==> config.mk <==
export PLATFORM = sky130hd
export DESIGN_NAME = xmodem_crc_receiver_core
export DESIGN_NICKNAME = d
export VERILOG_FILES = /design/src/rtl/xcrc_pkg.sv /design/src/rtl/xcrc_fsm.sv /design/src/rtl/xcrc_out_reg.sv /design/src/rtl/xmodem_crc_receiver_core.sv
export SDC_FILE = /design/constraint.sdc
export NUM_CORES = 1
export LEC_CHECK = 0
export CAP_MARGIN = 20
export CORE_ASPECT_RATIO = 1.25
export CORE_UTILIZATION = 30
export DETAILED_ROUTE_END_ITERATION = 10
export DONT_BUFFER_PORTS = 1
export PLACE_DENSITY = 0.5
export SLEW_MARGIN = 20
export SYNTH_ARGS = -nofsm -noshare
export SYNTH_HDL_FRONTEND = slang
export SYNTH_SLANG_ARGS = --single-unit
==> constraint.sdc <==
create_clock -name clk -period 8.9 [get_ports clk]
set_clock_uncertainty 0.15 [all_clocks]
set_input_delay 1.335 -clock clk [delete_from_list [all_inputs] [get_ports clk]]
set_output_delay 1.335 -clock clk [all_outputs]
set_load 0.005 [all_outputs]
==> src/rtl/xcrc_pkg.sv <==
package xcrc_pkg;

	// Block sizes in payload bytes
	localparam int unsigned LONG_BLOCK_BYTES  = 1024;
	localparam int unsigned SHORT_BLOCK_BYTES = 128;
	localparam int unsigned IDX_W             = 10;

	localparam logic [IDX_W-1:0] LONG_LAST  = IDX_W'(LONG_BLOCK_BYTES - 1);
	localparam logic [IDX_W-1:0] SHORT_LAST = IDX_W'(SHORT_BLOCK_BYTES - 1);

	// Link characters
	localparam logic [7:0] CH_SOH = 8'h01;
	localparam logic [7:0] CH_STX = 8'h02;
	localparam logic [7:0] CH_EOT = 8'h04;
	localparam logic [7:0] CH_ACK = 8'h06;
	localparam logic [7:0] CH_NAK = 8'h15;
	localparam logic [7:0] CH_CAN = 8'h18;
	localparam logic [7:0] CH_C   = 8'h43;

	localparam logic [15:0] CRC_POLY = 16'h1021;

	// Request kinds
	localparam logic REQ_BYTE = 1'b0;
	localparam logic REQ_TICK = 1'b1;

	// Verdict codes
	localparam logic [1:0] VD_NONE   = 2'd0;
	localparam logic [1:0] VD_COMMIT = 2'd1;
	localparam logic [1:0] VD_DUP    = 2'd2;
	localparam logic [1:0] VD_REJECT = 2'd3;

	// Status codes
	localparam logic [1:0] ST_RUNNING   = 2'd0;
	localparam logic [1:0] ST_DONE      = 2'd1;
	localparam logic [1:0] ST_CANCELLED = 2'd2;

	typedef enum logic [3:0] {
		PH_PROMPT,
		PH_WAITSTART,
		PH_HEADER,
		PH_BLKNO,
		PH_BLKINV,
		PH_DATA,
		PH_CRCHI,
		PH_CRCLO,
		PH_FINISHED
	} phase_t;

	typedef struct packed {
		logic             tx_valid;
		logic [7:0]       tx_byte;
		logic             data_valid;
		logic [7:0]       data_byte;
		logic [IDX_W-1:0] data_index;
		logic [1:0]       verdict;
		logic [1:0]       status;
	} result_t;

	// CRC-16/XMODEM update by one byte, MSB first
	function automatic logic [15:0] crc_byte(input logic [15:0] crc_in, input logic [7:0] b);
		logic [15:0] c;
		c = crc_in ^ {b, 8'h00};
		for (int k = 0; k < 8; k++) begin
			if (c[15]) begin
				c = {c[14:0], 1'b0} ^ CRC_POLY;
			end else begin
				c = {c[14:0], 1'b0};
			end
		end
		return c;
	endfunction

endpackage

==> src/rtl/xcrc_fsm.sv <==
module xcrc_fsm
	import xcrc_pkg::*;
(
	input  logic        clk,
	input  logic        arst_n,
	input  logic        cfg_we,
	input  logic [15:0] cfg_wdata,
	input  logic        fire,
	input  logic        req_type,
	input  logic [7:0]  rx_byte,
	output logic        has_result,
	output result_t     res
);

	phase_t           phase_q, phase_d;
	logic             long_q, long_d;
	logic [IDX_W-1:0] count_q, count_d;
	logic [7:0]       rnum_q, rnum_d;
	logic [7:0]       expnum_q, expnum_d;
	logic [15:0]      crc_q, crc_d;
	logic [7:0]       crchi_q, crchi_d;
	logic [15:0]      timer_q, timer_d;
	logic [15:0]      timeout_q;

	logic             tick;
	logic [16:0]      timer_inc;
	logic [15:0]      limit;
	logic             timer_hit;
	logic [15:0]      crc_next;
	logic [IDX_W-1:0] last_idx;
	logic             is_last;
	logic             inv_ok;
	logic             crc_ok;
	logic             num_new;
	logic             num_dup;
	logic             is_header;

	// Decode helpers shared by next-state and output logic
	assign tick      = (req_type == REQ_TICK);
	assign timer_inc = {1'b0, timer_q} + 17'd1;
	assign limit     = (timeout_q == 16'd0) ? 16'd1 : timeout_q;
	assign timer_hit = (timer_inc >= {1'b0, limit});
	assign crc_next  = crc_byte(crc_q, rx_byte);
	assign last_idx  = long_q ? LONG_LAST : SHORT_LAST;
	assign is_last   = (count_q >= last_idx);
	assign inv_ok    = ((rnum_q ^ rx_byte) == 8'hFF);
	assign crc_ok    = ({crchi_q, rx_byte} == crc_q);
	assign num_new   = (rnum_q == expnum_q);
	assign num_dup   = (rnum_q == (expnum_q - 8'd1));
	assign is_header = (phase_q == PH_PROMPT) || (phase_q == PH_WAITSTART) ||
		(phase_q == PH_HEADER);

	// Timeout register
	always_ff @(posedge clk or negedge arst_n) begin
		if (!arst_n) begin
			timeout_q <= 16'hFFFF;
		end else if (cfg_we) begin
			timeout_q <= cfg_wdata;
		end
	end

	// Protocol state
	always_ff @(posedge clk or negedge arst_n) begin
		if (!arst_n) begin
			phase_q  <= PH_PROMPT;
			long_q   <= 1'b0;
			count_q  <= '0;
			rnum_q   <= 8'd0;
			expnum_q <= 8'd1;
			crc_q    <= 16'd0;
			crchi_q  <= 8'd0;
			timer_q  <= 16'd0;
		end else begin
			phase_q  <= phase_d;
			long_q   <= long_d;
			count_q  <= count_d;
			rnum_q   <= rnum_d;
			expnum_q <= expnum_d;
			crc_q    <= crc_d;
			crchi_q  <= crchi_d;
			timer_q  <= timer_d;
		end
	end

	// Next state
	always_comb begin
		phase_d  = phase_q;
		long_d   = long_q;
		count_d  = count_q;
		rnum_d   = rnum_q;
		expnum_d = expnum_q;
		crc_d    = crc_q;
		crchi_d  = crchi_q;
		timer_d  = timer_q;
		if (fire && phase_q != PH_FINISHED) begin
			if (tick) begin
				case (phase_q)
					PH_PROMPT: begin
						phase_d = PH_WAITSTART;
						timer_d = 16'd0;
					end
					PH_HEADER: begin
						timer_d = timer_q;
					end
					PH_WAITSTART: begin
						timer_d = timer_hit ? 16'd0 : timer_inc[15:0];
					end
					default: begin
						timer_d = timer_hit ? 16'd0 : timer_inc[15:0];
						if (timer_hit) phase_d = PH_HEADER;
					end
				endcase
			end else begin
				timer_d = 16'd0;
				case (phase_q)
					PH_PROMPT, PH_WAITSTART, PH_HEADER: begin
						if (rx_byte == CH_EOT || rx_byte == CH_CAN) begin
							phase_d = PH_FINISHED;
						end else if (rx_byte == CH_SOH || rx_byte == CH_STX) begin
							long_d  = (rx_byte == CH_STX);
							phase_d = PH_BLKNO;
						end else begin
							phase_d = PH_HEADER;
						end
					end
					PH_BLKNO: begin
						rnum_d  = rx_byte;
						phase_d = PH_BLKINV;
					end
					PH_BLKINV: begin
						if (!inv_ok) begin
							phase_d = PH_HEADER;
						end else begin
							phase_d = PH_DATA;
							count_d = '0;
							crc_d   = 16'd0;
						end
					end
					PH_DATA: begin
						crc_d   = crc_next;
						count_d = count_q + IDX_W'(1);
						if (is_last) phase_d = PH_CRCHI;
					end
					PH_CRCHI: begin
						crchi_d = rx_byte;
						phase_d = PH_CRCLO;
					end
					PH_CRCLO: begin
						phase_d = PH_HEADER;
						if (crc_ok && num_new) expnum_d = expnum_q + 8'd1;
					end
					default: begin
						phase_d = phase_q;
					end
				endcase
			end
		end
	end

	// Result for the current request
	always_comb begin
		has_result = 1'b0;
		res        = '0;
		if (phase_q != PH_FINISHED) begin
			if (tick) begin
				case (phase_q)
					PH_PROMPT: begin
						has_result  = 1'b1;
						res.tx_valid = 1'b1;
						res.tx_byte  = CH_C;
					end
					PH_WAITSTART: begin
						if (timer_hit) begin
							has_result   = 1'b1;
							res.tx_valid = 1'b1;
							res.tx_byte  = CH_C;
						end
					end
					PH_HEADER: begin
						has_result = 1'b0;
					end
					default: begin
						if (timer_hit) begin
							has_result   = 1'b1;
							res.tx_valid = 1'b1;
							res.tx_byte  = CH_NAK;
							res.verdict  = (phase_q >= PH_DATA) ? VD_REJECT : VD_NONE;
						end
					end
				endcase
			end else if (is_header) begin
				has_result = 1'b1;
				if (rx_byte == CH_EOT) begin
					res.tx_valid = 1'b1;
					res.tx_byte  = CH_ACK;
					res.status   = ST_DONE;
				end else if (rx_byte == CH_CAN) begin
					res.status   = ST_CANCELLED;
				end else if (rx_byte == CH_SOH || rx_byte == CH_STX) begin
					has_result   = 1'b0;
				end else begin
					res.tx_valid = 1'b1;
					res.tx_byte  = CH_NAK;
				end
			end else begin
				case (phase_q)
					PH_BLKINV: begin
						if (!inv_ok) begin
							has_result   = 1'b1;
							res.tx_valid = 1'b1;
							res.tx_byte  = CH_NAK;
						end
					end
					PH_DATA: begin
						has_result     = 1'b1;
						res.data_valid = 1'b1;
						res.data_byte  = rx_byte;
						res.data_index = count_q;
					end
					PH_CRCLO: begin
						has_result   = 1'b1;
						res.tx_valid = 1'b1;
						if (crc_ok && num_new) begin
							res.tx_byte = CH_ACK;
							res.verdict = VD_COMMIT;
						end else if (crc_ok && num_dup) begin
							res.tx_byte = CH_ACK;
							res.verdict = VD_DUP;
						end else begin
							res.tx_byte = CH_NAK;
							res.verdict = VD_REJECT;
						end
					end
					default: begin
						has_result = 1'b0;
					end
				endcase
			end
		end
	end

endmodule

==> src/rtl/xcrc_out_reg.sv <==
module xcrc_out_reg
	import xcrc_pkg::*;
(
	input  logic        clk,
	input  logic        arst_n,
	input  logic        load,
	input  result_t     res,
	output logic        free,
	output logic        m_axis_tvalid,
	input  logic        m_axis_tready,
	output logic [31:0] m_axis_tdata,
	output logic [1:0]  m_axis_tuser
);

	logic    valid_q;
	result_t res_q;

	assign free = !valid_q || m_axis_tready;

	// Hold a result until the downstream side takes it
	always_ff @(posedge clk or negedge arst_n) begin
		if (!arst_n) begin
			valid_q <= 1'b0;
		end else if (load) begin
			valid_q <= 1'b1;
		end else if (m_axis_tready) begin
			valid_q <= 1'b0;
		end
	end

	always_ff @(posedge clk) begin
		if (load) res_q <= res;
	end

	assign m_axis_tvalid = valid_q;
	assign m_axis_tuser  = {res_q.data_valid, res_q.tx_valid};
	assign m_axis_tdata  = {2'b00, res_q.status, res_q.verdict, res_q.data_index,
		res_q.data_byte, res_q.tx_byte};

endmodule

==> src/rtl/xmodem_crc_receiver_core.sv <==
// XMODEM-CRC receiver, 128-byte (SOH) and 1K (STX) blocks.
// Slave stream: one request per received serial byte (tuser = 0, byte in
// tdata) or per time tick (tuser = 1). Master stream: at most one result per
// request, carrying the reply byte to send ('C', ACK or NAK), a tentative
// payload byte with its index, the block verdict and the transfer status.
// Payload bytes go out as they arrive; the verdict at block end tells the
// user to commit or discard them.
// cfg_we/cfg_wdata load the silence timeout in ticks; write it only while
// no request is in flight.
// Throughput: one request per cycle while the master side does not stall. A
// request is held in the input register, the protocol step and CRC byte
// update run combinationally from it, and the registered result drives tvalid.
// When the master side stalls, the result register holds and the input
// register fills; tready drops only when both are full.
// Reset (arst_n low) returns to the prompting phase, expected block 1 and
// timeout 65535; pending requests and results are dropped.
module xmodem_crc_receiver_core
	import xcrc_pkg::*;
(
	input  logic        clk,
	input  logic        arst_n,
	input  logic        cfg_we,
	input  logic [15:0] cfg_wdata,
	input  logic        s_axis_tvalid,
	output logic        s_axis_tready,
	input  logic [7:0]  s_axis_tdata,  // [7:0] rx_byte
	input  logic        s_axis_tuser,  // [0] req_type
	output logic        m_axis_tvalid,
	input  logic        m_axis_tready,
	output logic [31:0] m_axis_tdata,  // [7:0] tx_byte, [15:8] data_byte,
	                                   // [25:16] data_index, [27:26] verdict,
	                                   // [29:28] status, [31:30] zero
	output logic [1:0]  m_axis_tuser   // [0] tx_valid, [1] data_valid
);

	logic       valid_s1;
	logic       req_type_s1;
	logic [7:0] rx_byte_s1;
	logic       free;
	logic       advance;
	logic       has_result;
	result_t    res;

	assign advance       = valid_s1 && free;
	assign s_axis_tready = !valid_s1 || free;

	// Input register
	always_ff @(posedge clk or negedge arst_n) begin
		if (!arst_n) begin
			valid_s1 <= 1'b0;
		end else if (s_axis_tready) begin
			valid_s1 <= s_axis_tvalid;
		end
	end

	always_ff @(posedge clk) begin
		if (s_axis_tready && s_axis_tvalid) begin
			req_type_s1 <= s_axis_tuser;
			rx_byte_s1  <= s_axis_tdata;
		end
	end

	xcrc_fsm u_fsm (
		.clk        (clk),
		.arst_n     (arst_n),
		.cfg_we     (cfg_we),
		.cfg_wdata  (cfg_wdata),
		.fire       (advance),
		.req_type   (req_type_s1),
		.rx_byte    (rx_byte_s1),
		.has_result (has_result),
		.res        (res)
	);

	xcrc_out_reg u_out (
		.clk           (clk),
		.arst_n        (arst_n),
		.load          (advance && has_result),
		.res           (res),
		.free          (free),
		.m_axis_tvalid (m_axis_tvalid),
		.m_axis_tready (m_axis_tready),
		.m_axis_tdata  (m_axis_tdata),
		.m_axis_tuser  (m_axis_tuser)
	);

endmodule

==> results of run 1 <==
where the power goes:
part	switching [W]	leakage, nW	total [W]	internal, W
Clock	0.000271	0.292	0.000718	0.000447
Sequential	0.000160	1.49	0.000908	0.000747
Combinational	0.000320	1.45	0.000578	0.000258
registers in the layout, summed over array words and instances, names as in the netlist, 2 cells and up:
signal,flops
u_fsm.count_q,10
rx_byte_s1,8
u_out.m_axis_tuser,2
u_fsm.crchi_q,8
u_fsm.timeout_q,16
u_fsm.expnum_q,8
u_fsm.crc_q,16
u_fsm.rnum_q,8
u_fsm.phase_q,4
u_out.m_axis_tdata,27
u_fsm.timer_q,16
per-stage QoR:
step                power [W]  hold slack [ns]  worst slack [ns]
floorplan             0.00135            0.320              4.49
global placement      0.00150            0.361              4.90
detailed placement    0.00150            0.360              4.80
CTS                   0.00223            0.370              4.78
global route          0.00234            0.400              4.37
finish                0.00220            0.364              4.83
layer usage:
metal,vias to the layer above,routed length (um)
li1,2417,-
met1,2377,7840
met2,108,7430
met3,22,582
met4,0,282
met5,-,0
worst max-delay path, cell delays in order, from the launching register on:
cell and delay, ns:
dfrtp_1 0.41, ha_1 0.28, nand4_1 0.16, nor2_1 0.31
nand4_1 0.20, xnor2_1 0.17, ha_1 0.31, a21oi_1 0.14
nor2b_1 0.06, a311oi_1 0.23, nand4_1 0.53, o21ai_0 0.51
nor2_2 0.05, buf_4 0.25
cells in the mapped netlist (all sizes together) (2+ instances only):
cell type / count / area share (%)
dfrtp: 72 / 26
nor3: 18 / 1.3
or3: 12 / 1.2
o21ai: 56 / 4.0
mux2i: 3 / 0.43
a31o: 5 / 0.62
xnor2: 50 / 6.2
a211oi: 5 / 0.53
ha: 23 / 4.1
a311oi: 2 / 0.25
xor2: 35 / 4.4
o21bai: 3 / 0.32
a21boi: 2 / 0.21
dfstp: 17 / 6.3
a22o: 4 / 0.50
and2: 23 / 2.0
or4: 2 / 0.21
or2: 2 / 0.18
a21o: 5 / 0.53
nor2: 26 / 1.4
mux2: 17 / 2.7
inv: 29 / 1.5
nand2b: 6 / 0.53
nand4: 22 / 2.0
nor2b: 7 / 0.62
nor4: 10 / 1.4
edfxtp: 38 / 16
o311ai: 2 / 0.25
nand2: 77 / 4.1
a21oi: 17 / 1.2
clkbuf: 20 / 1.1
o31ai: 6 / 0.71
o211ai: 5 / 0.53
buf: 20 / 1.8
nor4b: 2 / 0.25
and3: 8 / 0.71
and4: 3 / 0.37
nand3: 11 / 0.78
a22oi: 2 / 0.21
nand3b: 4 / 0.43
worst paths after layout:
path	end	start	slack, ns
max	u_out.m_axis_tdata[14]	u_fsm.timer_q[0]	4.83
min	u_fsm.timeout_q[7]	u_fsm.timeout_q[7]	0.36
max reg2reg	u_out.m_axis_tdata[14]	u_fsm.timer_q[0]	4.83
min reg2reg	u_fsm.timeout_q[7]	u_fsm.timeout_q[7]	0.36
max in group asynchronous	u_fsm.timeout_q[10]	arst_n	7.92
min in group asynchronous	u_fsm.timer_q[7]	arst_n	0.46
kinds of logic (layout without fill, tap and decap cells):
kind of cell | count (synthesis) | count (layout) | share of synthesized area, %
AND/OR/NAND/NOR | 236 | 236 | 17.9
adder cells (fa/ha/maj) | 24 | 24 | 4.23
XOR/XNOR | 85 | 85 | 10.6
other | 1 | 5 | 0.0532
buffers and inverters | 70 | 66 | 4.42
flip-flops | 127 | 127 | 48.1
multiplexers | 20 | 20 | 3.14
AO/OA/AOI/OAI | 127 | 127 | 11.6
area by class of cell:
class                   count  area share [%]
clock buffers              18            5.59
inverters                  30            1.43
flip-flops and latches    127            43.1
well taps                 288            4.59
clock inverters            14            2.07
multi-input cells         497            42.8
repair buffers              4           0.382
placed cells by master (no fill, tap or decap), drive strengths merged, types with 8 or more instances in the layout:
cell type  synthesis  routed
nor3              18      18
dfrtp             72      72
a21oi             17      17
edfxtp            38      38
and2              23      23
and3               8       8
nand4             22      22
mux2              17      17
xor2              35      35
inv               29      32
nand3             11      11
nand2             77      77
ha                23      23
or3               12      12
nor2              26      26
o21ai             56      56
xnor2             50      50
clkbuf            20      18
dfstp             17      17
nor4              10      10
==> out/metrics.yaml, run 1 <==
fmax_mhz: 246
area_delta_synth_final_pct: 11.5
fin_crit_sh_pct: 45.8
status: "complete, but fails checks"
drive_gt1_share_pct: 11.9
grt_pass1_wl_mm: 26.5
tightestPinTransition_ns: 0.972
die_w_um: 139
cts_sinks: 127
ctsResizeCount: 0
use_met3_pct: 3.87
critical_path_class: "register to register"
fin_crit_ns: 4.07
maxCapViolCount: 0
clkLatencyLatePin_ns: 0.43
row_count: 62
cts_buffer_depth: 2
layout.nets: 730
yosysSeqAreaShare_pct: 48.1
crit_path_end_kind: "register"
worstSetupStartpointType: "register"
finalMaxSlewViolations: 0
grt_pass1_vias: 4855
fillers: 2326
grt_usage_pct: 14.3
n_antenna_cell: 0
setup_viol: 0
h-tree-depth: 4
die_h_um: 173
portBuffers: 0
place_inst: 946
synthDistinctLibCells: 69
crit_fanout: 29
dpl_cell_area_um2: 7250
cts_made_buffers: 17
grt_overflow: 0
cts_tree: "built"
syn_avg_cell_area_um2: 10.2
grt_max_degree: 90
grt-busiest-layer: "met2"
drt-total-wl_mm: 16.1
p_per_area_nw_per_um2: 280
worstHoldPathCells: 2
synth_flop_cell: "dfrtp_1"
place_hpwl_mm: 11.5
rsz0062_at_grt: "false"
die_area_um2: 24100
vias_per_cell: 5.03
cp.arrival_ns: 4.07
antenna_left: 0
post_cts_buffers: 0
fin_area_um2: 7860
syn_inst: 690
slew_headroom_pct: 35.0
p_leak_nw: 3.23
drc_errors: 6
ctsHoldBuffers: 0
synth-seq-cells: 127
path_clk_slew_ns: 0.06
hold_violations: 0
gp_congestion: 0.779
seq_area_um2: 3390
netlist_area_um2: 7050
core_area_um2: 23000
initial_utilization_pct: 30.6
synth_edf_count: 38
met2_usage_pct: 22.1
drt-initial-drc-count: 293
route.detailed.wl_per_inst_um: 16.5
yosys_warnings: 0
reg2regPathDepth: 13
firstDrtPassIters: 10
fin_util_pct: 34.1
cp_data_required_time_ns: 8.89
vdd_ir_drop_max_uv: 150
instances_no_fill: 978
antenna_found_initial: 0
violations: "design-rule violations"
holdCritPathClass: "register to register"
cts-root-buf: "clkbuf_16"
dr_total_vias: 4924
fin_tns_setup_ns: 0
synthArstFlopShare_pct: 70.1
num_io_pins: 66
gr-usage-met1_pct: 19.1
multi_input_area_um2: 3360
Power figures use the tool's default switching activity.
==> run 2, diff against run 1 <==
PLACE_DENSITY = 0.51   (was 0.5)
clock period = 3.3 ns   (was 8.9 ns; I/O delays follow)
==> run 2 against run 1 <==
The run still ends with design-rule violations left. Critical endpoint is now u_out.m_axis_tdata[26]. Via count grew 6.7%. Worst setup slack lost 4.8 ns. Sequential share of layout area shrank 3.7 points. Global-route usage grew 1.6 points. Combinational power grew to 3.4 times the previous value. Design area grew 9.3%. Clock power grew to 2.6 times the previous value. Sequential cell count is the same. Sequential power grew to 2.6 times the previous value. Critical path depth grew 1. Critical path type unchanged. Maximum frequency grew 24%.
==> out/metrics.yaml, run 2 (synthesis results as in run 1) <==
status: "complete, but fails checks"  # unchanged
violations: "design-rule violations"  # unchanged
grt_pass1_vias: 5367  # was 4855
row_count: 62  # unchanged
num_io_pins: 66  # unchanged
cts_buffer_depth: 2  # unchanged
cts_tree: "built"  # unchanged
die_w_um: 139  # unchanged
layout.nets: 801  # was 730
crit_path_top_delay_cell: "dfrtp_1"  # was nand4_1
drt-initial-drc-count: 272  # was 293
seq_area_um2: 3390  # unchanged
initial_utilization_pct: 30.6  # unchanged
rsz0062_at_grt: "true"  # was false
post-place-ws_ns: -0.154  # was 4.80 ns
cp.arrival_ns: 3.26  # was 4.07 ns
critical_path_class: "register to register"  # unchanged
multi_input_area_um2: 3520  # was 3360 um2
r2r-end: "u_out.m_axis_tdata[26]"  # was u_out.m_axis_tdata[14]
area_delta_synth_final_pct: 21.9  # was 11.5%
grt_usage_pct: 15.9  # was 14.3%
hold_violations: 0  # unchanged
slew_headroom_pct: 10.5  # was 35.0%
clockPowerShare_pct: 29.9  # was 32.6%
gp_congestion: 0.882  # was 0.779
die_h_um: 173  # unchanged
finalMaxSlewViolations: 0  # unchanged
vdd_ir_drop_max_uv: 404  # was 150 uV
firstDrtPassIters: 9  # was 10
final_cell_mix: "nand2_1 (77), dfrtp_1 (72), buf_4 (57), o21ai_0 (47), xnor2_1 (46)"  # was nand2_1 (77), dfrtp_1 (72), o21ai_0 (54), xnor2_1 (50), edfxtp_1 (38)
grt_pass1_wl_mm: 29.1  # was 26.5 mm
tightestPinTransition_ns: 1.34  # was 0.972 ns
vias_per_cell: 5.00  # was 5.03
timing.rr.start: "u_fsm.timer_q[0]"  # unchanged
cp_data_required_time_ns: 3.27  # was 8.89 ns
crit_path_end_kind: "register"  # unchanged
fmax_mhz: 304  # was 246 MHz
worstSetupStartpointType: "register"  # unchanged
critPathCapture: "u_out.m_axis_tdata[26]"  # was u_out.m_axis_tdata[14]
clkLatencyLatePin_ns: 0.43  # about the same
h-tree-depth: 4  # unchanged
cp_cell_sequence: "ha_4, nand4_1, nor2_2, nand4_1, xnor2_2, ha_4, a21oi_2, nor2b_1, a311oi_1, nand4_1, buf_4, o21ai_4, buf_12, nor2_4"  # was ha_1, nand4_1, nor2_1, nand4_1, xnor2_1, ha_1, a21oi_1, nor2b_1, a311oi_1, nand4_1, o21ai_0, nor2_2, buf_4
drt-total-wl_mm: 18.4  # was 16.1 mm
fin_crit_sh_pct: 99.7  # was 45.8%
crit_fanout: 7  # was 29
fin_util_pct: 37.3  # was 34.1%
fin_tns_setup_ns: 0  # unchanged
cts_made_buffers: 17  # unchanged
whs_ns: 0.0153  # was 0.364 ns
final_common_cell: "nand2_1"  # unchanged
drive_gt1_share_pct: 21.0  # was 11.9%
p_seq_share_pct: 38.4  # was 41.2%
setup_viol: 0  # unchanged
antenna_left: 0  # unchanged
cpMostUsedCell: "nand4_1"  # unchanged
combPwrFrac_pct: 31.7  # was 26.2%
fin_ws_ns: 0.0102  # was 4.83 ns
holdCritPathClass: "input port to register"  # was register to register
switchingPower_w: 0.00218  # was 0.000751 W
grt_overflow: 0  # unchanged
route.detailed.wl_per_inst_um: 17.5  # was 16.5 um
maxCapViolCount: 0  # unchanged
p_per_area_nw_per_um2: 723  # was 280 nW/um2
largest_reg_flops: 27  # unchanged
portBuffers: 0  # unchanged
antenna_found_initial: 1  # was 0
dr_total_vias: 5253  # was 4924
die_area_um2: 24100  # unchanged
cts_sinks: 127  # unchanged
core_area_um2: 23000  # unchanged
fillers: 2270  # was 2326
setup.worst_path.start: "u_fsm.timer_q[0]"  # unchanged
switching_share_pct: 35.2  # was 34.1%
grt_max_degree: 90  # unchanged
fin_crit_ns: 3.29  # was 4.07 ns
regToRegSetupSlack_ns: 0.01  # was 4.83 ns
path_clk_slew_ns: 0.06  # about the same
p_leak_nw: 3.63  # was 3.23 nW
critical-path-max-stage-delay_ns: 0.40  # was 0.53 ns
internal_power_w: 0.00402  # was 0.00145 W
cts-root-buf: "clkbuf_16"  # unchanged
place_hpwl_mm: 13.1  # was 11.5 mm
reg2regPathDepth: 14  # was 13
drc_errors: 12  # was 6
run 2: cell count changes in the layout (fill, tap and decap cells not counted), moves of 6 or more:
cell           change
o21ai_0            -7
dlygate4sd3_1     +11
buf_4             +53
o21ai_1            +6
run 2: cell type report:
type                    count  share of cell area [%]
diodes                      2                  0.0583
multi-input cells         500                    41.0
clock inverters            10                   0.830
inverters                  30                    1.31
clock buffers              22                    6.03
repair buffers             72                    7.08
well taps                 288                    4.20
flip-flops and latches    127                    39.5
run 2: layer usage:
metal	up-vias	wire length, um	global-route usage [%]
met5	-	0	0
met4	0	584	7.64
li1	2551	-	-
met2	125	9240	27.2
met1	2542	7780	18.6
met3	35	816	3.62
run 2: worst min-delay path by stage:
| stage | from | to | cells past startpoint |
|---|---|---|---|
| 2_1_floorplan | arst_n | u_fsm.count_q[0] | 0 |
| 3_3_place_gp | arst_n | u_fsm.crchi_q[4] | 0 |
| 3_5_place_dp | arst_n | u_fsm.crchi_q[4] | 0 |
| 4_1_cts | s_axis_tdata[3] | rx_byte_s1[3] | 0 |
| 5_1_grt | cfg_we | u_fsm.timeout_q[4] | 2 |
| 6_report | cfg_we | u_fsm.timeout_q[4] | 2 |
run 2: critical path, delay by kind of cell (launching register included):
kind	cells	cell delay, ns
and+or+nand+nor	6	0.80
AOI/OAI and AO/OA	3	0.57
adders and majority gates	2	0.41
DFF	1	0.40
buffers and inverters	2	0.35
xor gates and xnor gates	1	0.30
run 2: through the flow:
| step | power [W] | instance area (um2) | std cells |
|---|---|---|---|
| 6_report | 0.00621 | 8590 | 1051 |
| 5_1_grt | 0.00660 | 8590 | 1050 |
| 4_1_cts | 0.00616 | 8400 | 1037 |
| 3_5_place_dp | 0.00421 | 7680 | 994 |
| 3_3_place_gp | 0.00421 | 7680 | 994 |
| 2_1_floorplan | 0.00367 | 7130 | 694 |
run 2: power groups by stage:
stage	Combinational (W)	Sequential (W)	Clock (W)
floorplan	0.00139	0.00228	0
detailed placement	0.00180	0.00241	0
global placement	0.00179	0.00242	0
global route	0.00220	0.00244	0.00196
finish	0.00197	0.00238	0.00185
CTS	0.00187	0.00239	0.00190
run 2: timing repair:
| action | 4_1_cts | 5_1_grt |
|---|---|---|
| hold endpoints to repair | 109 | 4 |
| resized for setup | 2 | 20 |
| hold buffers | 8 | 4 |
| setup endpoints to repair | 42 | 45 |
| pin swaps | 3 | 15 |
| gates cloned | 1 | 2 |
| setup buffers | 2 | 6 |
